### src/sv/utf8d_pkg.sv
// ----------------------------------------------------------------------------
// UTF-8 decoder package
// Shared widths, payload types and sequence constants for the UTF-8 decoder.
// ----------------------------------------------------------------------------
package utf8d_pkg;

  localparam int unsigned BYTE_W = 8;
  localparam int unsigned CP_W   = 21;
  localparam int unsigned CONT_W = 6;   // payload bits of a continuation byte
  localparam int unsigned REM_W  = 2;   // bytes still owed to a sequence

  typedef logic [BYTE_W-1:0] byte_t;
  typedef logic [CP_W-1:0]   cp_t;
  typedef logic [REM_W-1:0]  rem_t;

  // Code point reported for a continuation byte seen where a lead is awaited.
  localparam cp_t BAD_LEAD_CP = cp_t'(1);

  // Bytes owed after each kind of lead byte.
  localparam rem_t REM_NONE  = 2'd0;
  localparam rem_t REM_ONE   = 2'd1;
  localparam rem_t REM_TWO   = 2'd2;
  localparam rem_t REM_THREE = 2'd3;

endpackage : utf8d_pkg

### src/sv/utf8d_if.sv
// ----------------------------------------------------------------------------
// UTF-8 decoder channels
// Valid/ready channels for raw bytes in and decoded code points out.
// ----------------------------------------------------------------------------
interface utf8d_byte_if;
  logic             valid;
  logic             ready;
  utf8d_pkg::byte_t data_byte;

  modport source (output valid, output data_byte, input ready);
  modport sink   (input valid, input data_byte, output ready);
endinterface : utf8d_byte_if

interface utf8d_cp_if;
  logic           valid;
  logic           ready;
  utf8d_pkg::cp_t code_point;
  logic           bad_lead;

  modport source (output valid, output code_point, output bad_lead, input ready);
  modport sink   (input valid, input code_point, input bad_lead, output ready);
endinterface : utf8d_cp_if

### src/sv/utf8d_in_stage.sv
// ----------------------------------------------------------------------------
// UTF-8 decoder input register
// Captures one byte per cycle while the decode stage keeps taking them, and hands it to the decode stage.
// ----------------------------------------------------------------------------
module utf8d_in_stage (
  input  logic             clk,
  input  logic             rst_n,
  input  logic             in_valid,
  output logic             in_ready,
  input  utf8d_pkg::byte_t in_data,
  output logic             s1_valid,
  input  logic             s1_take,
  output utf8d_pkg::byte_t s1_data
);
  import utf8d_pkg::*;

  logic  valid_r;
  logic  valid_nxt;
  byte_t data_r;

  // The register can load whenever it is empty or its item leaves this cycle.
  assign in_ready  = !valid_r || s1_take;
  assign valid_nxt = (in_valid && in_ready) || (valid_r && !s1_take);

  always_ff @(posedge clk) begin
    if (!rst_n) begin
      valid_r <= 1'b0;
    end else begin
      valid_r <= valid_nxt;
    end
  end

  always_ff @(posedge clk) begin
    if (in_valid && in_ready) begin
      data_r <= in_data;
    end
  end

  assign s1_valid = valid_r;
  assign s1_data  = data_r;

endmodule : utf8d_in_stage

### src/sv/utf8d_decode.sv
// ----------------------------------------------------------------------------
// UTF-8 decoder core
// Sequence state, byte decode and the result register.
// ----------------------------------------------------------------------------
module utf8d_decode (
  input  logic             clk,
  input  logic             rst_n,
  input  logic             s1_valid,
  output logic             s1_take,
  input  utf8d_pkg::byte_t s1_data,
  output logic             out_valid,
  input  logic             out_ready,
  output utf8d_pkg::cp_t   out_code_point,
  output logic             out_bad_lead
);
  import utf8d_pkg::*;

  rem_t rem_r;
  rem_t rem_nxt;
  cp_t  partial_r;
  cp_t  partial_nxt;
  logic out_valid_r;
  logic out_valid_nxt;
  cp_t  code_r;
  cp_t  code_nxt;
  logic bad_r;
  logic bad_nxt;
  logic emit;
  cp_t  cont_bits;

  // A byte is consumed when the result register is free or drains this cycle.
  assign s1_take = s1_valid && (!out_valid_r || out_ready);

  always_comb begin
    cont_bits   = cp_t'(s1_data[CONT_W-1:0]);
    rem_nxt     = rem_r;
    partial_nxt = partial_r;
    emit        = 1'b0;
    code_nxt    = code_r;
    bad_nxt     = 1'b0;
    if (rem_r != REM_NONE) begin
      case (rem_r)
        REM_THREE: partial_nxt = partial_r | (cont_bits << (2 * CONT_W));
        REM_TWO:   partial_nxt = partial_r | (cont_bits << CONT_W);
        default:   partial_nxt = partial_r | cont_bits;
      endcase
      rem_nxt = rem_r - REM_ONE;
      if (rem_r == REM_ONE) begin
        emit     = 1'b1;
        code_nxt = partial_nxt;
      end
    end else begin
      case (s1_data) inside
        8'b0???_????: begin
          emit     = 1'b1;
          code_nxt = cp_t'(s1_data);
        end
        8'b1111_????: begin
          // Only the low three lead bits are kept, so 0xF8..0xFF act as 4-byte leads.
          partial_nxt = {s1_data[2:0], 18'd0};
          rem_nxt     = REM_THREE;
        end
        8'b1110_????: begin
          partial_nxt = {5'd0, s1_data[3:0], 12'd0};
          rem_nxt     = REM_TWO;
        end
        8'b110?_????: begin
          partial_nxt = {10'd0, s1_data[4:0], 6'd0};
          rem_nxt     = REM_ONE;
        end
        default: begin
          // Stray continuation byte: flag it and leave the state alone.
          emit     = 1'b1;
          code_nxt = BAD_LEAD_CP;
          bad_nxt  = 1'b1;
        end
      endcase
    end
  end

  assign out_valid_nxt = (s1_take && emit) || (out_valid_r && !out_ready);

  always_ff @(posedge clk) begin
    if (!rst_n) begin
      rem_r       <= REM_NONE;
      partial_r   <= '0;
      out_valid_r <= 1'b0;
    end else begin
      out_valid_r <= out_valid_nxt;
      if (s1_take) begin
        rem_r     <= rem_nxt;
        partial_r <= partial_nxt;
      end
    end
  end

  always_ff @(posedge clk) begin
    if (s1_take && emit) begin
      code_r <= code_nxt;
      bad_r  <= bad_nxt;
    end
  end

  assign out_valid      = out_valid_r;
  assign out_code_point = code_r;
  assign out_bad_lead   = bad_r;

endmodule : utf8d_decode

### src/sv/utf8_code_point_decoder.sv
// ----------------------------------------------------------------------------
// UTF-8 code point decoder
// Decodes a UTF-8 byte stream into 21-bit code points, one byte per item.
// ----------------------------------------------------------------------------
// The decoder takes one byte per cycle while its output is not stalled and
// produces a code point after the last byte of each sequence (ASCII bytes
// give one at once); a continuation byte where a lead is expected gives code
// point 1 with bad_lead set. Each byte passes through an input register and
// the decode logic into a result register, so out valid rises once the byte
// that completes a code point has moved through both registers. The sustained
// rate is one byte per cycle, set by the single decode stage and its sequence
// state registers, while the output is taken. Continuation bytes inside a
// sequence are not checked, and any 1111xxxx lead starts a four-byte sequence.
module utf8_code_point_decoder (
  input logic           clk,
  input logic           rst_n,
  utf8d_byte_if.sink    in_byte,
  utf8d_cp_if.source    out_cp
);
  import utf8d_pkg::*;

  logic  s1_valid;
  logic  s1_take;
  byte_t s1_data;

  utf8d_in_stage u_in_stage (
    .clk      (clk),
    .rst_n    (rst_n),
    .in_valid (in_byte.valid),
    .in_ready (in_byte.ready),
    .in_data  (in_byte.data_byte),
    .s1_valid (s1_valid),
    .s1_take  (s1_take),
    .s1_data  (s1_data)
  );

  utf8d_decode u_decode (
    .clk            (clk),
    .rst_n          (rst_n),
    .s1_valid       (s1_valid),
    .s1_take        (s1_take),
    .s1_data        (s1_data),
    .out_valid      (out_cp.valid),
    .out_ready      (out_cp.ready),
    .out_code_point (out_cp.code_point),
    .out_bad_lead   (out_cp.bad_lead)
  );

endmodule : utf8_code_point_decoder

### src/flat_wrapper.sv
// flat-port wrapper written by rule: the top's interface ports become plain ports
module utf8_code_point_decoder_flat import utf8d_pkg::*;
  (clk, rst_n, in_byte_valid, in_byte_data_byte, in_byte_ready, out_cp_valid, out_cp_code_point, out_cp_bad_lead, out_cp_ready);
  utf8d_byte_if in_byte_i ();
  utf8d_cp_if out_cp_i ();
  input logic clk;
  input logic rst_n;
  input wire logic [$bits(in_byte_i.valid)-1:0] in_byte_valid;
  input wire logic [$bits(in_byte_i.data_byte)-1:0] in_byte_data_byte;
  output wire logic [$bits(in_byte_i.ready)-1:0] in_byte_ready;
  output wire logic [$bits(out_cp_i.valid)-1:0] out_cp_valid;
  output wire logic [$bits(out_cp_i.code_point)-1:0] out_cp_code_point;
  output wire logic [$bits(out_cp_i.bad_lead)-1:0] out_cp_bad_lead;
  input wire logic [$bits(out_cp_i.ready)-1:0] out_cp_ready;
  assign in_byte_i.valid = in_byte_valid;
  assign in_byte_i.data_byte = in_byte_data_byte;
  assign in_byte_ready = in_byte_i.ready;
  assign out_cp_valid = out_cp_i.valid;
  assign out_cp_code_point = out_cp_i.code_point;
  assign out_cp_bad_lead = out_cp_i.bad_lead;
  assign out_cp_i.ready = out_cp_ready;
  utf8_code_point_decoder u_core (.clk(clk), .rst_n(rst_n), .in_byte(in_byte_i), .out_cp(out_cp_i));
endmodule
### config.mk
export PLATFORM = sky130hd
export DESIGN_NAME = utf8_code_point_decoder_flat
export DESIGN_NICKNAME = d
export VERILOG_FILES = /design/src/sv/utf8d_pkg.sv /design/src/sv/utf8d_if.sv /design/src/sv/utf8d_in_stage.sv /design/src/sv/utf8d_decode.sv /design/src/sv/utf8_code_point_decoder.sv /design/src/flat_wrapper.sv
export SDC_FILE = /design/constraint.sdc
export NUM_CORES = 1
export LEC_CHECK = 0
export BUFFER_PORTS_ARGS = -buffer_cell sky130_fd_sc_hd__buf_4
export CAP_MARGIN = 40
export CORE_MARGIN = 3
export CORE_UTILIZATION = 63
export CTS_BUF_LIST = sky130_fd_sc_hd__clkbuf_2 sky130_fd_sc_hd__clkbuf_4 sky130_fd_sc_hd__clkbuf_8
export DETAILED_ROUTE_END_ITERATION = 10
export GPL_ROUTABILITY_DRIVEN = 0
export MAX_ROUTING_LAYER = met4
export PLACE_DENSITY = 0.87
export RECOVER_POWER = 50
export SYNTH_ARGS = -nofsm -noshare
export SYNTH_HDL_FRONTEND = slang
export SYNTH_HIERARCHICAL = 1
export SYNTH_SLANG_ARGS = --single-unit
### constraint.sdc
create_clock -name clk -period 5.85 [get_ports clk]
set_clock_uncertainty 0.15 [all_clocks]
set_input_delay 1.17 -clock clk [delete_from_list [all_inputs] [get_ports clk]]
set_output_delay 1.17 -clock clk [all_outputs]
set_load 0.02 [all_outputs]
==> results.yml, run 1 <==
yosys:
  synth.top_cell.area_share: 0.3709
  syn_area_per_cell_sq_um: 11.14
  synth_nets: 230
  synth_top_family_by_area: "compound AO/OA/AOI/OAI gates"
  synth_xor_xnor_area_share: 0
  synthMuxAreaShare: 0
  synth-seq-cells: 55
  synth-edff-count: 30
  ys_seq_area_frac: 0.5770
  yosysMostFrequentCell: "edfxtp_1"
  synth_area_leaders: "edfxtp_1, dfxtp_1, nand3_1"
  synthCells: 218
  synth-compound-area-share: 0.2009
  synthArstFlopShare: 0
  synth_top_area_cell: "edfxtp_1"
  syn-cell-area_sq_mm: 0.002429
  synth_adder_area_share: 0
  yosys.area_share.simple: 0.1628
  synthFlopType: "edfxtp_1"
  yosys_warnings: 6
  synthTopCellsByCount: "edfxtp_1, dfxtp_1, nand3_1"
  yosysUniqueCellTypes: 42
timing:
  fmax_ghz: 0.2542
  final-setup-viol-count: 0
  hold_violations: 0
  period_needed_ns: 3.933
  finalCritPeriodShare: 0.6724
  slew_violations: 0
  slew_headroom: 0.1709
  fin_setup_tns_ns: 0
  max_slew.worst_pin.slew_ns: 1.239
  grt_setup_unrepaired: "false"
clocking:
  cts_buffers: 5
  htreeDepth: 2
  cts.sinks: 55
  post_cts_buffers: 0
  hold_buffers: 0
  cts_resized: 0
  cts.clk_slew.worst_paths_ns: 0.09
  cts_root_buf: "clkbuf_8"
  clockBufferDepth: 2
  worstSkewPairLatency_ns: 0.31
  tritoncts: "yes"
layout:
  fin_util: 0.7655
  syn_to_final_growth_pct: 10.97
  design_area_sq_mm: 0.002695
  finalNetCount: 255
  fillCellCount: 254
  antenna_cells: 0
  instances_no_fill: 290
  layout-drive-gt1-share: 0.1270
setup_path:
  ff2ff_setup_slack_ns: 3.37
  critical_path_class: "in -> out"
  arrival_ns: 2.61
  r2r_start: "u_core/u_decode/rem_r[0]"
  cp.required_ns: 4.53
  r2r_end: "u_core/u_decode/partial_r[9]"
  ff2ff_path_depth: 3
  worst_setup_path_end_kind: "output port"
  startpoint: "out_cp_ready"
  cp_max_fo: 23
  startpoint_type: "input pin"
power_and_ir_drop:
  p_sw_w: 0.0002010
  clockPowerShare: 0.317
  power.internal_w: 0.0005899
  seq_power_share: 0.572
  ir_drop_v: 0.0002247
  combPwrFrac: 0.111
  switching_share: 0.2541
  leakagePower_nw: 0.9748
  power.density_mw_per_mm2: 293.5
route:
  wirelength_microns: 5552
  drc: 0
  vias: 1977
  drt_iter0_markers: 303
  vias_per_cell: 6.817
  wl_per_cell_microns: 19.14
  postRouteAntennaNets: 0
  firstDrtPassIters: 5
flow_run:
  cap_violations: 0
floorplan:
  rows: 21
  core-area_sq_mm: 0.003521
  dieArea_sq_mm: 0.004636
  start_util: 0.6898
  dieHeight_microns: 68.09
  io-pin-count: 36
  fp.dieW_microns: 68.09
worst_hold_path:
  hold_path_class: "reg -> reg"
  min_to: "u_core/u_decode/partial_r[18]"
  hold_start: "u_core/u_decode/partial_r[18]"
  holdPathStages: 2
global_routing:
  grt_pass1_vias: 1909
  grt_max_degree: 29
  antenna_found_initial: 0
  grt-ovfl-total: 0
  grt.total_usage: 0.2779
  grt_first_pass_wirelength_microns: 9114
place:
  port_buffers: 35
  dp_hpwl_microns: 3507
  place_inst: 282
  dpl-instance-area_sq_mm: 0.002669
run_status:
  run_status: "finished, final reports clean"
worst max-delay path: stages:
cell      delay (ns)
clkbuf_4        0.11
nand2b_1        0.56
and2_1          0.42
nand2b_4        0.16
buf_4           0.19
kinds of logic after synthesis:
family,Yosys count
buffers and inverters,31
and+or+nand+nor,65
DFF,55
AOI/OAI and AO/OA,67
layer usage:
layer | wire, microns | global-route usage | vias to the layer above
met4 | 106 | 0.1216 | 0
met1 | 2119 | 0.3459 | 928
met5 | 0 | - | -
met2 | 2788 | 0.4392 | 156
li1 | - | - | 876
met3 | 538 | 0.05747 | 17
flip-flops by register name, summed over array words and instances, names as in the netlist:
signal and count:
u_core/u_in_stage/s1_data 8, u_core/u_decode/rem_r 2, u_core/u_decode/out_bad_lead 1, u_core/u_in_stage/s1_valid 1, u_core/u_decode/out_code_point 21, u_core/u_decode/partial_r 21
u_core/u_decode/out_valid 1
metrics by stage:
| stage | setup WS, ns | total power, W | hold slack (ns) |
|---|---|---|---|
| after global placement | 2.047 | 0.0005471 | 0.3036 |
| after CTS | 1.974 | 0.0007997 | 0.3567 |
| final | 1.917 | 0.0007909 | 0.3518 |
| after detailed placement | 2.009 | 0.0005538 | 0.3400 |
| after global routing | 1.863 | 0.0008198 | 0.3855 |
| after floorplan | 2.827 | 0.0005184 | 0.2917 |
how the worst max path moves through the flow:
| stage | cells past startpoint | slack, ns | endpoint |
|---|---|---|---|
| 2_1_floorplan | 3 | 2.83 | in_byte_ready |
| 3_3_place_gp | 5 | 2.05 | in_byte_ready |
| 3_5_place_dp | 5 | 2.01 | in_byte_ready |
| 4_1_cts | 5 | 1.97 | in_byte_ready |
| 5_1_grt | 5 | 1.86 | in_byte_ready |
| 6_report | 5 | 1.92 | in_byte_ready |
placed cells by master, fill, tap and decap left out, types with 2 or more instances in the layout:
cell type,synthesis,final
edfxtp_1,30,30
dfxtp_1,25,25
clkbuf_1,8,23
nand3_1,20,20
a31oi_1,12,12
o21ai_0,11,11
a21oi_1,11,11
inv_1,11,11
nand2_1,10,10
clkbuf_4,0,9
a311oi_1,8,8
nor2b_1,7,7
and2_0,0,7
nand2b_1,6,6
a32o_1,6,6
clkbuf_8,0,5
o21a_1,4,4
buf_4,1,3
o2111a_1,3,3
a31o_2,3,3
o22ai_1,3,3
clkinv_1,2,2
nand4_1,2,2
area by class of cell:
| cell class | instances | area [sq um] | share of cell area |
|---|---|---|---|
| clock buffers | 5 | 68.82 | 0.02553 |
| clock inverters | 3 | 46.29 | 0.01718 |
| inverters | 13 | 48.80 | 0.01811 |
| multi-input cells | 132 | 880.8 | 0.3268 |
| flip-flops and latches | 55 | 1401 | 0.5200 |
| well taps | 46 | 57.56 | 0.02136 |
| repair buffers | 36 | 191.4 | 0.07103 |
power groups by stage:
stage / clock [W] / sequential [W] / combinational, W
after detailed placement: 0 / 0.000460 / 0.0000940
final: 0.000251 / 0.000452 / 0.0000877
after CTS: 0.000254 / 0.000451 / 0.0000947
after floorplan: 0 / 0.000460 / 0.0000587
after global placement: 0 / 0.000458 / 0.0000888
after global routing: 0.000270 / 0.000455 / 0.0000953
No activity file was read; power rests on OpenSTA's default activity.
==> run 2, diff against run 1 <==
--- a/config.mk
+++ b/config.mk
@@ -8,12 +8,12 @@
 export BUFFER_PORTS_ARGS = -buffer_cell sky130_fd_sc_hd__buf_4
 export CAP_MARGIN = 40
 export CORE_MARGIN = 3
-export CORE_UTILIZATION = 63
+export CORE_UTILIZATION = 58
 export CTS_BUF_LIST = sky130_fd_sc_hd__clkbuf_2 sky130_fd_sc_hd__clkbuf_4 sky130_fd_sc_hd__clkbuf_8
 export DETAILED_ROUTE_END_ITERATION = 10
 export GPL_ROUTABILITY_DRIVEN = 0
 export MAX_ROUTING_LAYER = met4
-export PLACE_DENSITY = 0.87
+export PLACE_DENSITY = 0.81
 export RECOVER_POWER = 50
 export SYNTH_ARGS = -nofsm -noshare
 export SYNTH_HDL_FRONTEND = slang
==> constraint.sdc (replaced) <==
create_clock -name clk -period 3.65 [get_ports clk]
set_clock_uncertainty 0.15 [all_clocks]
set_input_delay 0.73 -clock clk [delete_from_list [all_inputs] [get_ports clk]]
set_output_delay 0.73 -clock clk [all_outputs]
set_load 0.02 [all_outputs]
==> run 2 against run 1 <==
  * Via count down 6.8%
  * Routed wire length down 7.2%
  * Global-route usage shrank 5.4 points
  * Clock power increased by 87%
  * Critical path depth increased by 1
  * Hold slack got worse by 0.021 ns
  * Flip-flop and latch count stayed put
  * Largest cell class unchanged
  * Count of clock-buffer cells in the layout is 1 higher
  * Die area up 7.9%
  * Sequential power is 59% higher
  * First-iteration DRC count fell by 38%
==> results.yml, run 2 (synthesis gave the netlist of run 1 again) <==
global_routing:
  grt.total_usage: 0.2237
  grt_first_pass_wirelength_microns: 8438
  grt_pass1_vias: 1704
  grt-ovfl-total: 0
  antenna_found_initial: 0
  grt_max_degree: 29
timing:
  hold_violations: 0
  finalCritPeriodShare: 0.7341
  slew_headroom: 0.4197
  max_slew.worst_pin.slew_ns: 0.8692
  fmax_ghz: 0.3732
  fin_setup_tns_ns: 0
  slew_violations: 0
  finalWorstSetupSlack_ns: 0.9705
  final-setup-viol-count: 0
  period_needed_ns: 2.679
  grt_setup_unrepaired: "false"
power_and_ir_drop:
  fin_total_pwr_w: 0.001327
  ir_drop_v: 0.0002880
  leakagePower_nw: 0.9873
  power.density_mw_per_mm2: 488.9
floorplan:
  io-pin-count: 36
  dieHeight_microns: 70.71
  start_util: 0.6302
  dieArea_sq_mm: 0.005000
  fp.dieW_microns: 70.71
  rows: 22
  core-area_sq_mm: 0.003854
layout:
  final_cell_mix: "edfxtp_1, dfxtp_1, clkbuf_1"
  multi_input_area_sq_um: 873.3
  final_common_cell: "edfxtp_1"
  syn_to_final_growth_pct: 11.80
  finalNetCount: 257
  fillCellCount: 309
  fin_util: 0.7045
  design_area_sq_mm: 0.002715
  seqCellArea_sq_mm: 0.001401
  antenna_cells: 0
  layout-drive-gt1-share: 0.1260
route:
  vias: 1843
  wirelength_microns: 5151
  firstDrtPassIters: 4
  drc: 0
  wl_per_cell_microns: 17.52
  drt_iter0_markers: 187
  postRouteAntennaNets: 0
  vias_per_cell: 6.269
place:
  dpl-instance-area_sq_mm: 0.002679
  dp_hpwl_microns: 3359
  port_buffers: 35
  pre_cts_ws_ns: 1.056
setup_path:
  cp_max_fo: 23
  critical_path_class: "in -> out"
  cp.required_ns: 2.77
  worst_setup_path_end_kind: "output port"
  arrival_ns: 1.80
  startpoint_type: "input pin"
flow_run:
  cap_violations: 0
clocking:
  htreeDepth: 2
  cts.sinks: 55
  hold_buffers: 0
  tritoncts: "yes"
  cts_resized: 0
  worstSkewPairLatency_ns: 0.31
  post_cts_buffers: 0
  cts_buffers: 5
  cts_root_buf: "clkbuf_8"
  clockBufferDepth: 2
  cts.clk_slew.worst_paths_ns: 0.09
run_status:
  run_status: "finished, final reports clean"
worst_hold_path:
  hold_path_class: "reg -> reg"
-- run 2: where the power goes --
part / internal [W] / switching, W
logic: 0.0000488 / 0.0000930
registers: 0.000688 / 0.0000286
clock network: 0.000281 / 0.000187
-- run 2: cell type report --
class / instances / share of cell area
Clock buffer: 6 / 0.02811
Tap cell: 48 / 0.02212
Inverter: 13 / 0.01797
Multi-Input combinational cell: 132 / 0.3217
Clock inverter: 2 / 0.02212
Timing Repair Buffer: 38 / 0.07189
Sequential cell: 55 / 0.5161
-- run 2: critical path, stage by stage --
cell      delay, ns
clkbuf_4       0.11
nand2b_1       0.13
buf_4          0.21
and2_0         0.22
nand2b_1       0.21
buf_4          0.19
-- run 2: stage by stage --
| step | hold WS [ns] | instances |
|---|---|---|
| final | 0.3308 | 294 |
| after detailed placement | 0.3191 | 286 |
| after floorplan | 0.2917 | 218 |
| after global routing | 0.3496 | 294 |
| after CTS | 0.3330 | 294 |
| after global placement | 0.3046 | 286 |
-- run 2: final timing paths --
kind | to | slack (ns) | cells after the start | start
max | in_byte_ready | 0.97 | 6 | out_cp_ready
min | u_core/u_decode/partial_r[20] | 0.33 | 2 | u_core/u_decode/partial_r[20]
max reg2reg | u_core/u_decode/partial_r[10] | 1.28 | 3 | u_core/u_decode/rem_r[0]
min reg2reg | u_core/u_decode/partial_r[20] | 0.33 | 2 | u_core/u_decode/partial_r[20]
-- run 2: routing by layer --
metal / global-route usage / share of wire / vias up
li1: - / - / 878
met1: 0.2941 / 0.43 / 864
met2: 0.3368 / 0.47 / 92
met3: 0.05398 / 0.077 / 9
met4: 0.08559 / 0.020 / 0
met5: - / 0 / -
